`src/mcspmv_pkg.sv`:
```
package mcspmv_pkg;

    localparam int VEC_DEPTH   = 4096;
    localparam int ADDR_W      = $clog2(VEC_DEPTH);
    localparam int QUEUE_DEPTH = 4;
    localparam int QPTR_W      = $clog2(QUEUE_DEPTH);
    localparam int CFG_IDX_W   = 1;

    // Request type codes.
    localparam logic [1:0] REQ_VEC_WR  = 2'd0;
    localparam logic [1:0] REQ_MASK_WR = 2'd1;
    localparam logic [1:0] REQ_ENTRY   = 2'd2;
    localparam logic [1:0] REQ_EMPTY   = 2'd3;

    // Configuration register indexes.
    localparam logic [CFG_IDX_W-1:0] CFG_COL_MASK = 1'd0;
    localparam logic [CFG_IDX_W-1:0] CFG_ROW_SKIP = 1'd1;

    typedef struct packed {
        logic [1:0]         req_type;
        logic [11:0]        index;
        logic [11:0]        row_number;
        logic signed [31:0] value;
        logic               mask_bit;
        logic               last_in_row;
    } t_in_req;

    typedef struct packed {
        logic [11:0]        result_row;
        logic signed [63:0] row_sum;
        logic               saturated;
    } t_out_res;

    // Classified request as it sits in the queue.
    typedef struct packed {
        logic [1:0]         kind;
        logic               closes;
        logic [11:0]        index;
        logic [11:0]        row_number;
        logic signed [31:0] value;
        logic               mask_bit;
    } t_cmd;

endpackage

```
`src/mcspmv_front.sv`:
```
module mcspmv_front import mcspmv_pkg::*; (
    input  logic    i_clk,
    input  logic    i_rst_n,
    input  logic    i_in_valid,
    input  t_in_req i_in_req,
    output logic    o_in_stall,
    input  logic    i_clearing,
    input  logic    i_pop,
    output logic    o_head_valid,
    output t_cmd    o_head
);

    t_cmd              in_cmd;
    logic              push;
    t_cmd              r_q [QUEUE_DEPTH];
    logic [QPTR_W-1:0] r_wr_ptr, n_wr_ptr;
    logic [QPTR_W-1:0] r_rd_ptr, n_rd_ptr;
    logic [QPTR_W:0]   r_count, n_count;

    always_comb begin
        in_cmd.kind       = i_in_req.req_type;
        in_cmd.closes     = (i_in_req.req_type == REQ_EMPTY) ||
                            (i_in_req.req_type == REQ_ENTRY && i_in_req.last_in_row);
        in_cmd.index      = i_in_req.index;
        in_cmd.row_number = i_in_req.row_number;
        in_cmd.value      = i_in_req.value;
        in_cmd.mask_bit   = i_in_req.mask_bit;
    end

    assign o_in_stall   = (r_count == (QPTR_W+1)'(QUEUE_DEPTH)) || i_clearing;
    assign push         = i_in_valid && !o_in_stall;
    assign o_head_valid = (r_count != '0);
    assign o_head       = r_q[r_rd_ptr];

    always_comb begin
        n_wr_ptr = r_wr_ptr;
        n_rd_ptr = r_rd_ptr;
        if (push) begin
            n_wr_ptr = (r_wr_ptr == QPTR_W'(QUEUE_DEPTH - 1)) ? '0 : r_wr_ptr + QPTR_W'(1);
        end
        if (i_pop) begin
            n_rd_ptr = (r_rd_ptr == QPTR_W'(QUEUE_DEPTH - 1)) ? '0 : r_rd_ptr + QPTR_W'(1);
        end
        case ({push, i_pop})
            2'b10:   n_count = r_count + (QPTR_W+1)'(1);
            2'b01:   n_count = r_count - (QPTR_W+1)'(1);
            default: n_count = r_count;
        endcase
    end

    always_ff @(posedge i_clk) begin
        if (!i_rst_n) begin
            r_wr_ptr <= '0;
            r_rd_ptr <= '0;
            r_count  <= '0;
        end else begin
            r_wr_ptr <= n_wr_ptr;
            r_rd_ptr <= n_rd_ptr;
            r_count  <= n_count;
        end
    end

    always_ff @(posedge i_clk) begin
        if (push) begin
            r_q[r_wr_ptr] <= in_cmd;
        end
    end

    a_pop_needs_head: assert property (@(posedge i_clk) disable iff (!i_rst_n)
        i_pop |-> o_head_valid)
        else $error("queue popped while empty");

endmodule

```
`config.mk`:
```
export PLATFORM = sky130hd
export DESIGN_NAME = mcspmv_front
export DESIGN_NICKNAME = d
export VERILOG_FILES = /design/src/mcspmv_pkg.sv /design/src/mcspmv_front.sv
export SDC_FILE = /design/constraint.sdc
export NUM_CORES = 1
export LEC_CHECK = 0
export BUFFER_PORTS_ARGS = -buffer_cell sky130_fd_sc_hd__buf_2
export CAP_MARGIN = 20
export CORE_UTILIZATION = 40
export CTS_CLUSTER_DIAMETER = 50
export DETAILED_ROUTE_END_ITERATION = 10
export GPL_TIMING_DRIVEN = 0
export PLACE_DENSITY = 0.67
export SETUP_SLACK_MARGIN = 0.2
export SLEW_MARGIN = 15
export SYNTH_ARGS = -nofsm -noshare
export SYNTH_HDL_FRONTEND = slang
export SYNTH_SLANG_ARGS = --single-unit
```
`constraint.sdc`:
```
create_clock -name i_clk -period 4.38 [get_ports i_clk]
set_clock_uncertainty 0.2 [all_clocks]
set_input_delay 0.876 -clock i_clk [delete_from_list [all_inputs] [get_ports i_clk]]
set_output_delay 0.876 -clock i_clk [all_outputs]
set_load 0.01 [all_outputs]
```
==> summary.md, run 1 <==
| Metric | Value |
|---|---|
| # rows | `55` |
| GRT Overall Usage | `between 10 and 15%` |
| Synth Instances | `368` |
| Max-cap violations | `0` |
| Critical R2R Launch | `r_count[1]` |
| Clock-pin slew on the worst setup and hold paths | `0.06 ns` |
| Antenna violations before repair | `0` |
| Global-route wire length before repair | `24,700 um` |
| IO buf count | `approximately 130` |
| R2R Setup Slk | `just over 2 ns` |
| RSZ-0062 raised after global routing | `false` |
| DP Area | `around 0.01 mm2` |
| Residual DRC | `0` |
| Most frequent cells in the layout | `240 x edfxtp_1, 131 x buf_2, 60 x mux4_2, 29 x clkbuf_16, 10 x buf_12` |
| Syn Area/Cell | `~25 um2` |
| Vias per Instance | `5.001` |
| Worst-margin pin slew | `0.5007 ns` |
| Total setup buffers inserted after CTS | `0` |
| Via count | `4,171` |
| Final WL | `roughly 16,000 um` |
| Vias in the first global route | `4,554` |
| Main synth FF type | `edfxtp_1` |
| 1st-iter DRT viols | `195` |
| Placer Congestion | `0.7291` |
| Final nets | `599` |
| Mapped Area | `0.009224 mm2` |
| Minimum clock period | `between 3 and 4 ns` |
| Critical-path cell list | `buf_1 -> buf_2 -> mux4_2 -> buf_2` |
| Status | `finished, final reports clean` |
| Post_cts resized | `0` |
| Reg2Reg Capture Point | `r_count[2]` |
| Worst Reg-to-Reg Cells | `9` |
| Total power | `0.005594 W` |
| Sink Count | `around 250` |
| Arrival time at the worst endpoint | `2.00 ns` |
| Die area | `0.02367 mm2` |
| Worst path max stage delay | `between 0.3 and 0.4 ns` |
| Synth Register Bits | `between 200 and 250` |
| Global route total overflow | `0` |
| Clock Path Buffers | `3` |
| Peak Freq | `0.3250 GHz` |
| Req. time, crit path | `3.30 ns` |
| Fin crit share | `70.25%` |
| Crit-path max FO | `10` |
| Final setup TNS | `0 ns` |
| Slew margin rel. | `66.62%` |
| Worst Hold Class | `register to register` |
| WL/cell | `19.24 um` |
| CP bufs+invs | `3` |
| YS warnings | `0` |
| Setup Slack @ Placement | `1.493 ns` |
| Post-synth top area share | `about four fifths` |
| Critical Path Most Common Cell | `buf_2` |
| Final instance area | `0.01129 mm2` |
| EDFF count, synth | `240` |
| Hold Crit Start | `r_wr_ptr[1]` |
| Core area | `0.02264 mm2` |
| Startpoint Class | `register` |
| Io pins | `127` |
| Die width | `153.9 um` |
| Library cells used by synthesis | `26` |
| CP endpoint kind | `primary output` |
| Largest net degree at the start of global routing | `33` |
| Hold Fails Final Rpt | `0` |
| Drt pass-1 iters | `6` |
| TritonCTS clock tree | `done` |
| P&R area growth vs syn | `22.41%` |
| Min setup slack post-route | `1.303 ns` |
| Clk Tree Root Cell | `clkbuf_16` |
| Synth area leader | `edfxtp_1` |
| Clk_lat worst skew | `between 0.5 and 0.6 ns` |
| Post-synthesis async set-or-reset flop share | `0%` |
| Crit path kind | `register to primary output` |
| Final Util | `between 40 and 50%` |
| Cell family with most CP delay | `buffers and inverters` |
| H-tree levels | `1` |
| Power per cell area | `495.4 mW/mm2` |
| Commonest non-fill, non-tap cell in the layout | `edfxtp_1` |
| Leakage power | `3.826 nW` |
| Total CTS buffers | `28` |
| Die Ht | `153.9 um` |
| N_diodes | `0` |
| Register area share after synthesis | `between 80 and 90%` |
| Slew Limit Fails | `0` |
| HPWL Detailed | `9829 um` |
| Crit-path slowest cell | `buf_2` |
| Final setup fails | `0` |
| Hold Path Cell Cnt | `2` |
| Peak supply drop | `approximately 0.25 mV` |
| Syn Nets | `440` |
| Layout cells sized above 1 | `45.36%` |
| # hold bufs at CTS | `0` |
| Largest cells by area after synthesis | `edfxtp_1 78%, mux4_2 15%, dfxtp_1 2.0%, buf_12 1.3%, ha_1 0.81%` |
| Starting Density | `40.74%` |
| Hold Path End | `r_wr_ptr[1]` |
| Final antenna-violating net count | `0` |
## sequential cells by signal, indices dropped and copies added (netlist names), named ones only
name      count
r_q         240
r_count       3
r_rd_ptr      2
r_wr_ptr      2
## cells by family after synthesis
| group | Yosys count | share of synthesized area, % |
|---|---|---|
| xor gates and xnor gates | 2 | 0.1899 |
| DFF | 249 | 80.09 |
| AOI/OAI and AO/OA | 7 | 0.5291 |
| and+or+nand+nor | 19 | 1.112 |
| buffers and inverters | 21 | 2.075 |
| muxes | 63 | 14.98 |
| adders and majority gates | 7 | 1.031 |
## final cells by class
class	instances	area, um2
fill	1785	11350
buffer	15	168.9
clock buffer	35	748.2
clock inverter	17	246.5
multi-input combinational	98	1655
tap	285	356.6
timing repair buffer	129	705.7
inverter	6	22.52
sequential	249	7387
## report_power, final
| group | switching (W) | leakage, nW | internal (W) | total [W] |
|---|---|---|---|---|
| Combinational | 0.000223 | 1.09 | 0.000209 | 0.000431 |
| Sequential | 0.0000203 | 2.25 | 0.00269 | 0.00271 |
| Clock | 0.000887 | 0.482 | 0.00157 | 0.00245 |
| Total | 0.00113 | 3.83 | 0.00446 | 0.00559 |
## tightest hold or removal path: stages, from the launching register on
cell	delay, ns
dfxtp_1	0.34
nand2_1	0.07
mux2i_1	0.05
## synth_stat cells, types with 2 or more instances
cell      number
and2_1         6
buf_12         6
buf_2          6
dfxtp_1        9
edfxtp_1     240
ha_1           6
inv_1          6
mux2i_1        3
mux4_2        60
nand2_1        5
nor2_1         2
nor2b_1        2
o21a_1         2
o21ai_0        2
or3_1          2
## how the worst max path moves through the flow
stage | from | endpoint | slack [ns] | cells past startpoint
floorplan | i_clearing | r_q[0][0] | 1.05 | 3
global placement | i_clearing | r_q[3][48] | -0.21 | 4
detailed placement | i_clearing | r_count[2] | 1.49 | 10
CTS | register | o_head[22] | 1.16 | 4
global route | register | o_head[22] | 1.09 | 4
finish | register | o_head[39] | 1.30 | 4
## metrics by stage
stage,hold WS (ns),cells
2_1_floorplan,0.2677,368
3_3_place_gp,0.2755,778
3_5_place_dp,0.3125,782
4_1_cts,0.3213,834
5_1_grt,0.3390,834
6_report,0.3128,834
## metal layers
layer  track usage (%)  part of all wire, %  routed length [um]  vias to the layer above
li1                  -                    -                   -                     1877
met3             2.988                  5.5                 884                       30
met5                 0                    0                   0                        -
met2             23.33                   50                8001                      109
met1             17.94                   43                6860                     2155
met4             4.333                  1.9                 299                        0
Power figures use the tool's default switching activity.
==> run 2, diff against run 1 <==
--- a/config.mk
+++ b/config.mk
@@ -11,7 +11,7 @@
 export CTS_CLUSTER_DIAMETER = 50
 export DETAILED_ROUTE_END_ITERATION = 10
 export GPL_TIMING_DRIVEN = 0
-export PLACE_DENSITY = 0.67
+export PLACE_DENSITY = 0.69
 export SETUP_SLACK_MARGIN = 0.2
 export SLEW_MARGIN = 15
 export SYNTH_ARGS = -nofsm -noshare
==> constraint.sdc (replaced) <==
create_clock -name i_clk -period 2.5 [get_ports i_clk]
set_clock_uncertainty 0.2 [all_clocks]
set_input_delay 0.5 -clock i_clk [delete_from_list [all_inputs] [get_ports i_clk]]
set_output_delay 0.5 -clock i_clk [all_outputs]
set_load 0.01 [all_outputs]
==> summary.md, run 2 (synthesized netlist as in run 1, its figures left out) <==
| Metric | Value |
|---|---|
| Status | `finished with violations` |
| Failing checks | `setup timing` |
| Total power | `0.009559 W (+71%)` |
| Worst Hold Class | `primary input to register` |
| Crit-path max FO | `10 (unchanged)` |
| Peak Freq | `0.3913 GHz` |
| Min setup slack post-route | `-0.05569 ns (-1.359 ns)` |
| Clk Tree Root Cell | `clkbuf_16` |
| Die width | `153.9 um (unchanged)` |
| Fin crit share | `102.2%` |
| H-tree levels | `1 (unchanged)` |
| Minimum clock period | `2.556 ns` |
| Vias in the first global route | `4,872 (+7.0%)` |
| Worst-margin pin slew | `0.5280 ns (+0.02727 ns)` |
| Slew margin rel. | `64.80% (-1.8 points)` |
| # rows | `55 (unchanged)` |
| Slew Limit Fails | `0 (unchanged)` |
| Final WL | `17,060 um (+6.3%)` |
| GRT Overall Usage | `14.82% (+1.0 points)` |
| Startpoint Class | `register` |
| Max-cap violations | `0 (unchanged)` |
| Drt pass-1 iters | `4 (-2)` |
| Io pins | `127 (unchanged)` |
| Max reg flops | `240 (unchanged)` |
| Die area | `0.02367 mm2 (unchanged)` |
| Sink Count | `249 (unchanged)` |
| Antenna violations before repair | `0 (unchanged)` |
| Core area | `0.02264 mm2 (unchanged)` |
| Global route total overflow | `0 (unchanged)` |
| Via count | `4,423 (+6.0%)` |
| Req. time, crit path | `1.80 ns (-1.50 ns)` |
| IO buf count | `125 (unchanged)` |
| Commonest non-fill, non-tap cell in the layout | `edfxtp_1` |
| Final setup TNS | `-1.628 ns (-1.628 ns)` |
| Final nets | `654 (+9.2%)` |
| Final setup fails | `53 (+53)` |
| CP endpoint kind | `primary output` |
| Arrival time at the worst endpoint | `1.86 ns (-0.14 ns)` |
| Most frequent cells in the layout | `240 x edfxtp_1, 89 x buf_2, 60 x mux4_2, 56 x dlygate4sd3_1, 38 x buf_6` |
| Die Ht | `153.9 um (unchanged)` |
| N_diodes | `0 (unchanged)` |
| Starting Density | `40.74% (unchanged)` |
| WL/cell | `19.23 um (about the same)` |
| 1st-iter DRT viols | `149 (-24%)` |
| R2R Setup Slk | `0.29 ns (-1.76 ns)` |
| Clock Path Buffers | `3 (unchanged)` |
| HPWL Detailed | `9948 um (+1.2%)` |
| TritonCTS clock tree | `done` |
| Global-route wire length before repair | `26,630 um (+7.8%)` |
| Most flops, register | `r_q` |
| Largest net degree at the start of global routing | `38 (+15%)` |
| Clock-pin slew on the worst setup and hold paths | `0.06 ns (about the same)` |
| Clk_lat worst skew | `0.52 ns (about the same)` |
| P&R area growth vs syn | `30.71%` |
| Layout cells sized above 1 | `41.86% (-3.5 points)` |
| Fillers | `1,758 (-1.5%)` |
| RSZ-0062 raised after global routing | `true` |
| Hold Fails Final Rpt | `0 (unchanged)` |
| Vias per Instance | `4.986 (-0.29%)` |
| Biggest regs | `r_q: 240 flops, r_count: 3 flops` |
| Hold_ws | `0.01767 ns (-0.2952 ns)` |
| Residual DRC | `0 (unchanged)` |
| Power per cell area | `792.8 mW/mm2 (+60%)` |
| Peak supply drop | `0.5040 mV (+100%)` |
| Crit path kind | `register to primary output` |
| Setup Slack @ Placement | `-0.1081 ns (-1.601 ns)` |
| Total CTS buffers | `26 (-7.1%)` |
| Leakage power | `4.105 nW (+7.3%)` |
| Final antenna-violating net count | `0 (unchanged)` |
| Placer Congestion | `0.7435 (+2.0%)` |
-- run 2: cell count changes in the layout (fill, tap and decap cells not counted), sizes merged --
cell	change
bufinv	-3
clkinv	-1
buf	+1
clkbuf	+2
inv	-2
dlygate4sd3	+56
-- run 2: per-stage QoR --
step | cell area (um2) | utilization (%) | std cells
after global routing | 12060 | 53.25 | 887
after CTS | 11890 | 52.52 | 887
after detailed placement | 10300 | 45.51 | 782
after floorplan | 9229 | - | 368
after global placement | 10210 | 45.10 | 778
final | 12060 | 53.25 | 887
-- run 2: timing repair --
item,4_1_cts,5_1_grt
endpoints found under the setup margin,61,61
hold buffers,56,0
gates resized for setup,27,36
hold endpoints to repair,224,0
setup buffers,0,0
cloned,1,0
pin swaps,0,2
-- run 2: power by group --
group | switching (W) | internal [W]
Sequential | 0.0000401 | 0.00471
Clock | 0.00150 | 0.00235
Combinational | 0.000434 | 0.000525
Total | 0.00197 | 0.00758
-- run 2: path summary, 6_finish.rpt --
path / from / end / depth (start not counted)
max: register / o_head[20] / 4
min: i_in_req[32] / r_q[2][31] / 1
max reg2reg: r_count[0] / r_count[2] / 9
min reg2reg: r_wr_ptr[0] / r_wr_ptr[0] / 2
-- run 2: layout make-up --
class	instances	area, um2	area share, %
flip-flops and latches	249	7391	61.30
multi-input cells	98	1687	13.99
repair buffers	186	1533	12.71
clock buffers	37	733.2	6.081
well taps	285	356.6	2.958
plain buffers	15	197.7	1.640
clock inverters	11	136.4	1.131
inverters	6	22.52	0.1868
-- run 2: critical path, stage by stage, from the launching register on --
cell	delay, ns
dfxtp_2	0.33
buf_12	0.16
buf_12	0.16
mux4_2	0.54
buf_6	0.14
-- run 2: metal layers --
metal | wire length, um | vias to the layer above | GRT usage, %
li1 | - | 1992 | -
met1 | 7387 | 2285 | 19.04
met2 | 8551 | 108 | 25.63
met3 | 691 | 38 | 2.706
met4 | 425 | 0 | 4.619
met5 | 0 | - | 0
==> run 3, diff against run 2 <==
==> constraint.sdc (replaced) <==
create_clock -name i_clk -period 2.1 [get_ports i_clk]
set_clock_uncertainty 0.2 [all_clocks]
set_input_delay 0.42 -clock i_clk [delete_from_list [all_inputs] [get_ports i_clk]]
set_output_delay 0.42 -clock i_clk [all_outputs]
set_load 0.01 [all_outputs]
==> summary.md, run 3 (synthesized netlist as in run 1, its figures left out) <==
| Metric | Value |
|---|---|
| Status | `finished with violations` |
| Failing checks | `setup timing` |
| CP endpoint kind | `primary output` |
| WL/cell | `21.62 um (+12%)` |
| # rows | `55 (unchanged)` |
| Drt pass-1 iters | `6 (+2)` |
| Antenna violations before repair | `0 (unchanged)` |
| Worst Hold Class | `primary input to register` |
| Via count | `4,611 (+4.3%)` |
| Most frequent cells in the layout | `240 x edfxtp_1, 81 x buf_2, 60 x mux4_2, 59 x dlygate4sd3_1, 48 x buf_6` |
| HPWL Detailed | `9389 um (-5.6%)` |
| Slew margin rel. | `63.85% (-0.95 points)` |
| Fin crit share | `118.5%` |
| TritonCTS clock tree | `done` |
| Commonest non-fill, non-tap cell in the layout | `edfxtp_1` |
| Most flops, register | `r_q` |
| Layout cells sized above 1 | `44.67% (+2.8 points)` |
| Largest net degree at the start of global routing | `31 (-18%)` |
| Worst-margin pin slew | `0.5422 ns (+0.01422 ns)` |
| Die Ht | `153.9 um (unchanged)` |
| Final Util | `55.18% (+1.9 points)` |
| Global-route wire length before repair | `28,910 um (+8.6%)` |
| Clock-pin slew on the worst setup and hold paths | `0.06 ns (about the same)` |
| Max reg flops | `240 (unchanged)` |
| Die width | `153.9 um (unchanged)` |
| N_diodes | `0 (unchanged)` |
| Clock Path Buffers | `3 (unchanged)` |
| Crit-path max FO | `10 (unchanged)` |
| Minimum clock period | `roughly 2.5 ns` |
| Global route total overflow | `0 (unchanged)` |
| Total CTS buffers | `27 (+3.8%)` |
| Final WL | `19,950 um (+17%)` |
| RSZ-0062 raised after global routing | `true` |
| Biggest regs | `r_q: 240 flops, r_count: 3 flops` |
| Peak supply drop | `0.7434 mV (+47%)` |
| Residual DRC | `0 (unchanged)` |
| Power per cell area | `899.8 mW/mm2 (+13%)` |
| Final antenna-violating net count | `0 (unchanged)` |
| P&R area growth vs syn | `35.44%` |
| Final nets | `691 (+5.7%)` |
| Leakage power | `4.309 nW (+5.0%)` |
| Placer Congestion | `0.7516 (+1.1%)` |
| Starting Density | `40.74% (unchanged)` |
| Min setup slack post-route | `-0.3890 ns (-0.3333 ns)` |
| Final setup TNS | `-21.62 ns (-19.99 ns)` |
| H-tree levels | `1 (unchanged)` |
| Peak Freq | `between 0.4 and 0.5 GHz` |
| 1st-iter DRT viols | `234 (+57%)` |
| Vias per Instance | `4.996 (+0.18%)` |
| Fin cells | `923 (+4.1%)` |
| IO buf count | `125 (unchanged)` |
| Crit path kind | `register to primary output` |
| Hold Crit Start | `i_in_req[0]` |
| Max-cap violations | `0 (unchanged)` |
| Final setup fails | `61 (+15%)` |
| Arrival time at the worst endpoint | `1.87 ns (about the same)` |
| Clk Tree Root Cell | `clkbuf_16` |
| Core area | `0.02264 mm2 (unchanged)` |
| Sink Count | `249 (unchanged)` |
| Die area | `0.02367 mm2 (unchanged)` |
| Vias in the first global route | `5,027 (+3.2%)` |
| Req. time, crit path | `1.48 ns (-0.32 ns)` |
| Critical R2R Launch | `r_count[0]` |
| # placed instances | `778 (-0.51%)` |
| Io pins | `127 (unchanged)` |
| Slew Limit Fails | `0 (unchanged)` |
| Hold Fails Final Rpt | `0 (unchanged)` |
| GRT Overall Usage | `16.52% (+1.7 points)` |
| Clk_lat worst skew | `0.50 ns (-0.02 ns)` |
| Startpoint Class | `register` |
[run 3: cell types whose count changed in the layout (fill, tap and decap cells not counted), moves of 3 or more]
cell           before  now
and2_4              4   15
buf_12             10   19
buf_2              89   81
buf_4               5   12
buf_6              38   48
clkbuf_16          27   30
dfxtp_2             3    0
dfxtp_4             0    3
dlygate4sd3_1      56   59
[run 3: path summary, 6_finish.rpt]
kind	endpoint	slack, ns	cells after the start
max	o_head[59]	-0.39	4
min	r_q[0][57]	0.08	2
max reg2reg	r_count[2]	0	9
min reg2reg	r_wr_ptr[1]	0.34	2
[run 3: area by class of cell]
class	instances	area [um2]
timing repair buffer	210	1927
fill	1689	10150
multi-input combinational	110	1797
buffer	15	193.9
clock buffer	36	709.4
tap	285	356.6
sequential	249	7398
inverter	6	22.52
clock inverter	12	88.84
[run 3: worst max-delay path, stage by stage, from the launching register on]
cell	delay, ns
dfxtp_4	0.37
buf_12	0.15
buf_12	0.16
mux4_2	0.51
buf_2	0.17
[run 3: layer usage]
metal | up-vias | wire (um) | global-route usage [%]
li1 | 2068 | - | -
met1 | 2388 | 8389 | 21.11
met4 | 0 | 218 | 3.810
met2 | 134 | 10370 | 29.33
met3 | 21 | 976 | 2.959
met5 | - | 0 | 0
[run 3: through the flow]
stage,total power (W),hold slack (ns),area (um2),worst slack [ns]
after floorplan,0.006303,0.2677,9258,0.09220
after CTS,0.01120,0.04509,12050,-0.4170
final,0.01124,0.07946,12490,-0.3890
after global placement,0.006648,0.2751,10240,-0.2760
after global routing,0.01163,0.05887,12490,-0.4608
after detailed placement,0.006687,0.3242,10240,-0.3150
[run 3: report_power, final]
part	leakage (nW)	internal, W	switching [W]	total, W
logic	1.67	0.000752	0.000589	0.00134
clock network	0.386	0.00249	0.00175	0.00424
registers	2.25	0.00561	0.0000503	0.00566
[run 3: repair_timing]
item	CTS	global route
gates cloned	11	5
endpoints found under the setup margin	304	158
hold endpoints to repair	236	0
pin swaps	16	4
setup buffers	10	12
hold buffers	59	0
gates resized for setup	50	28
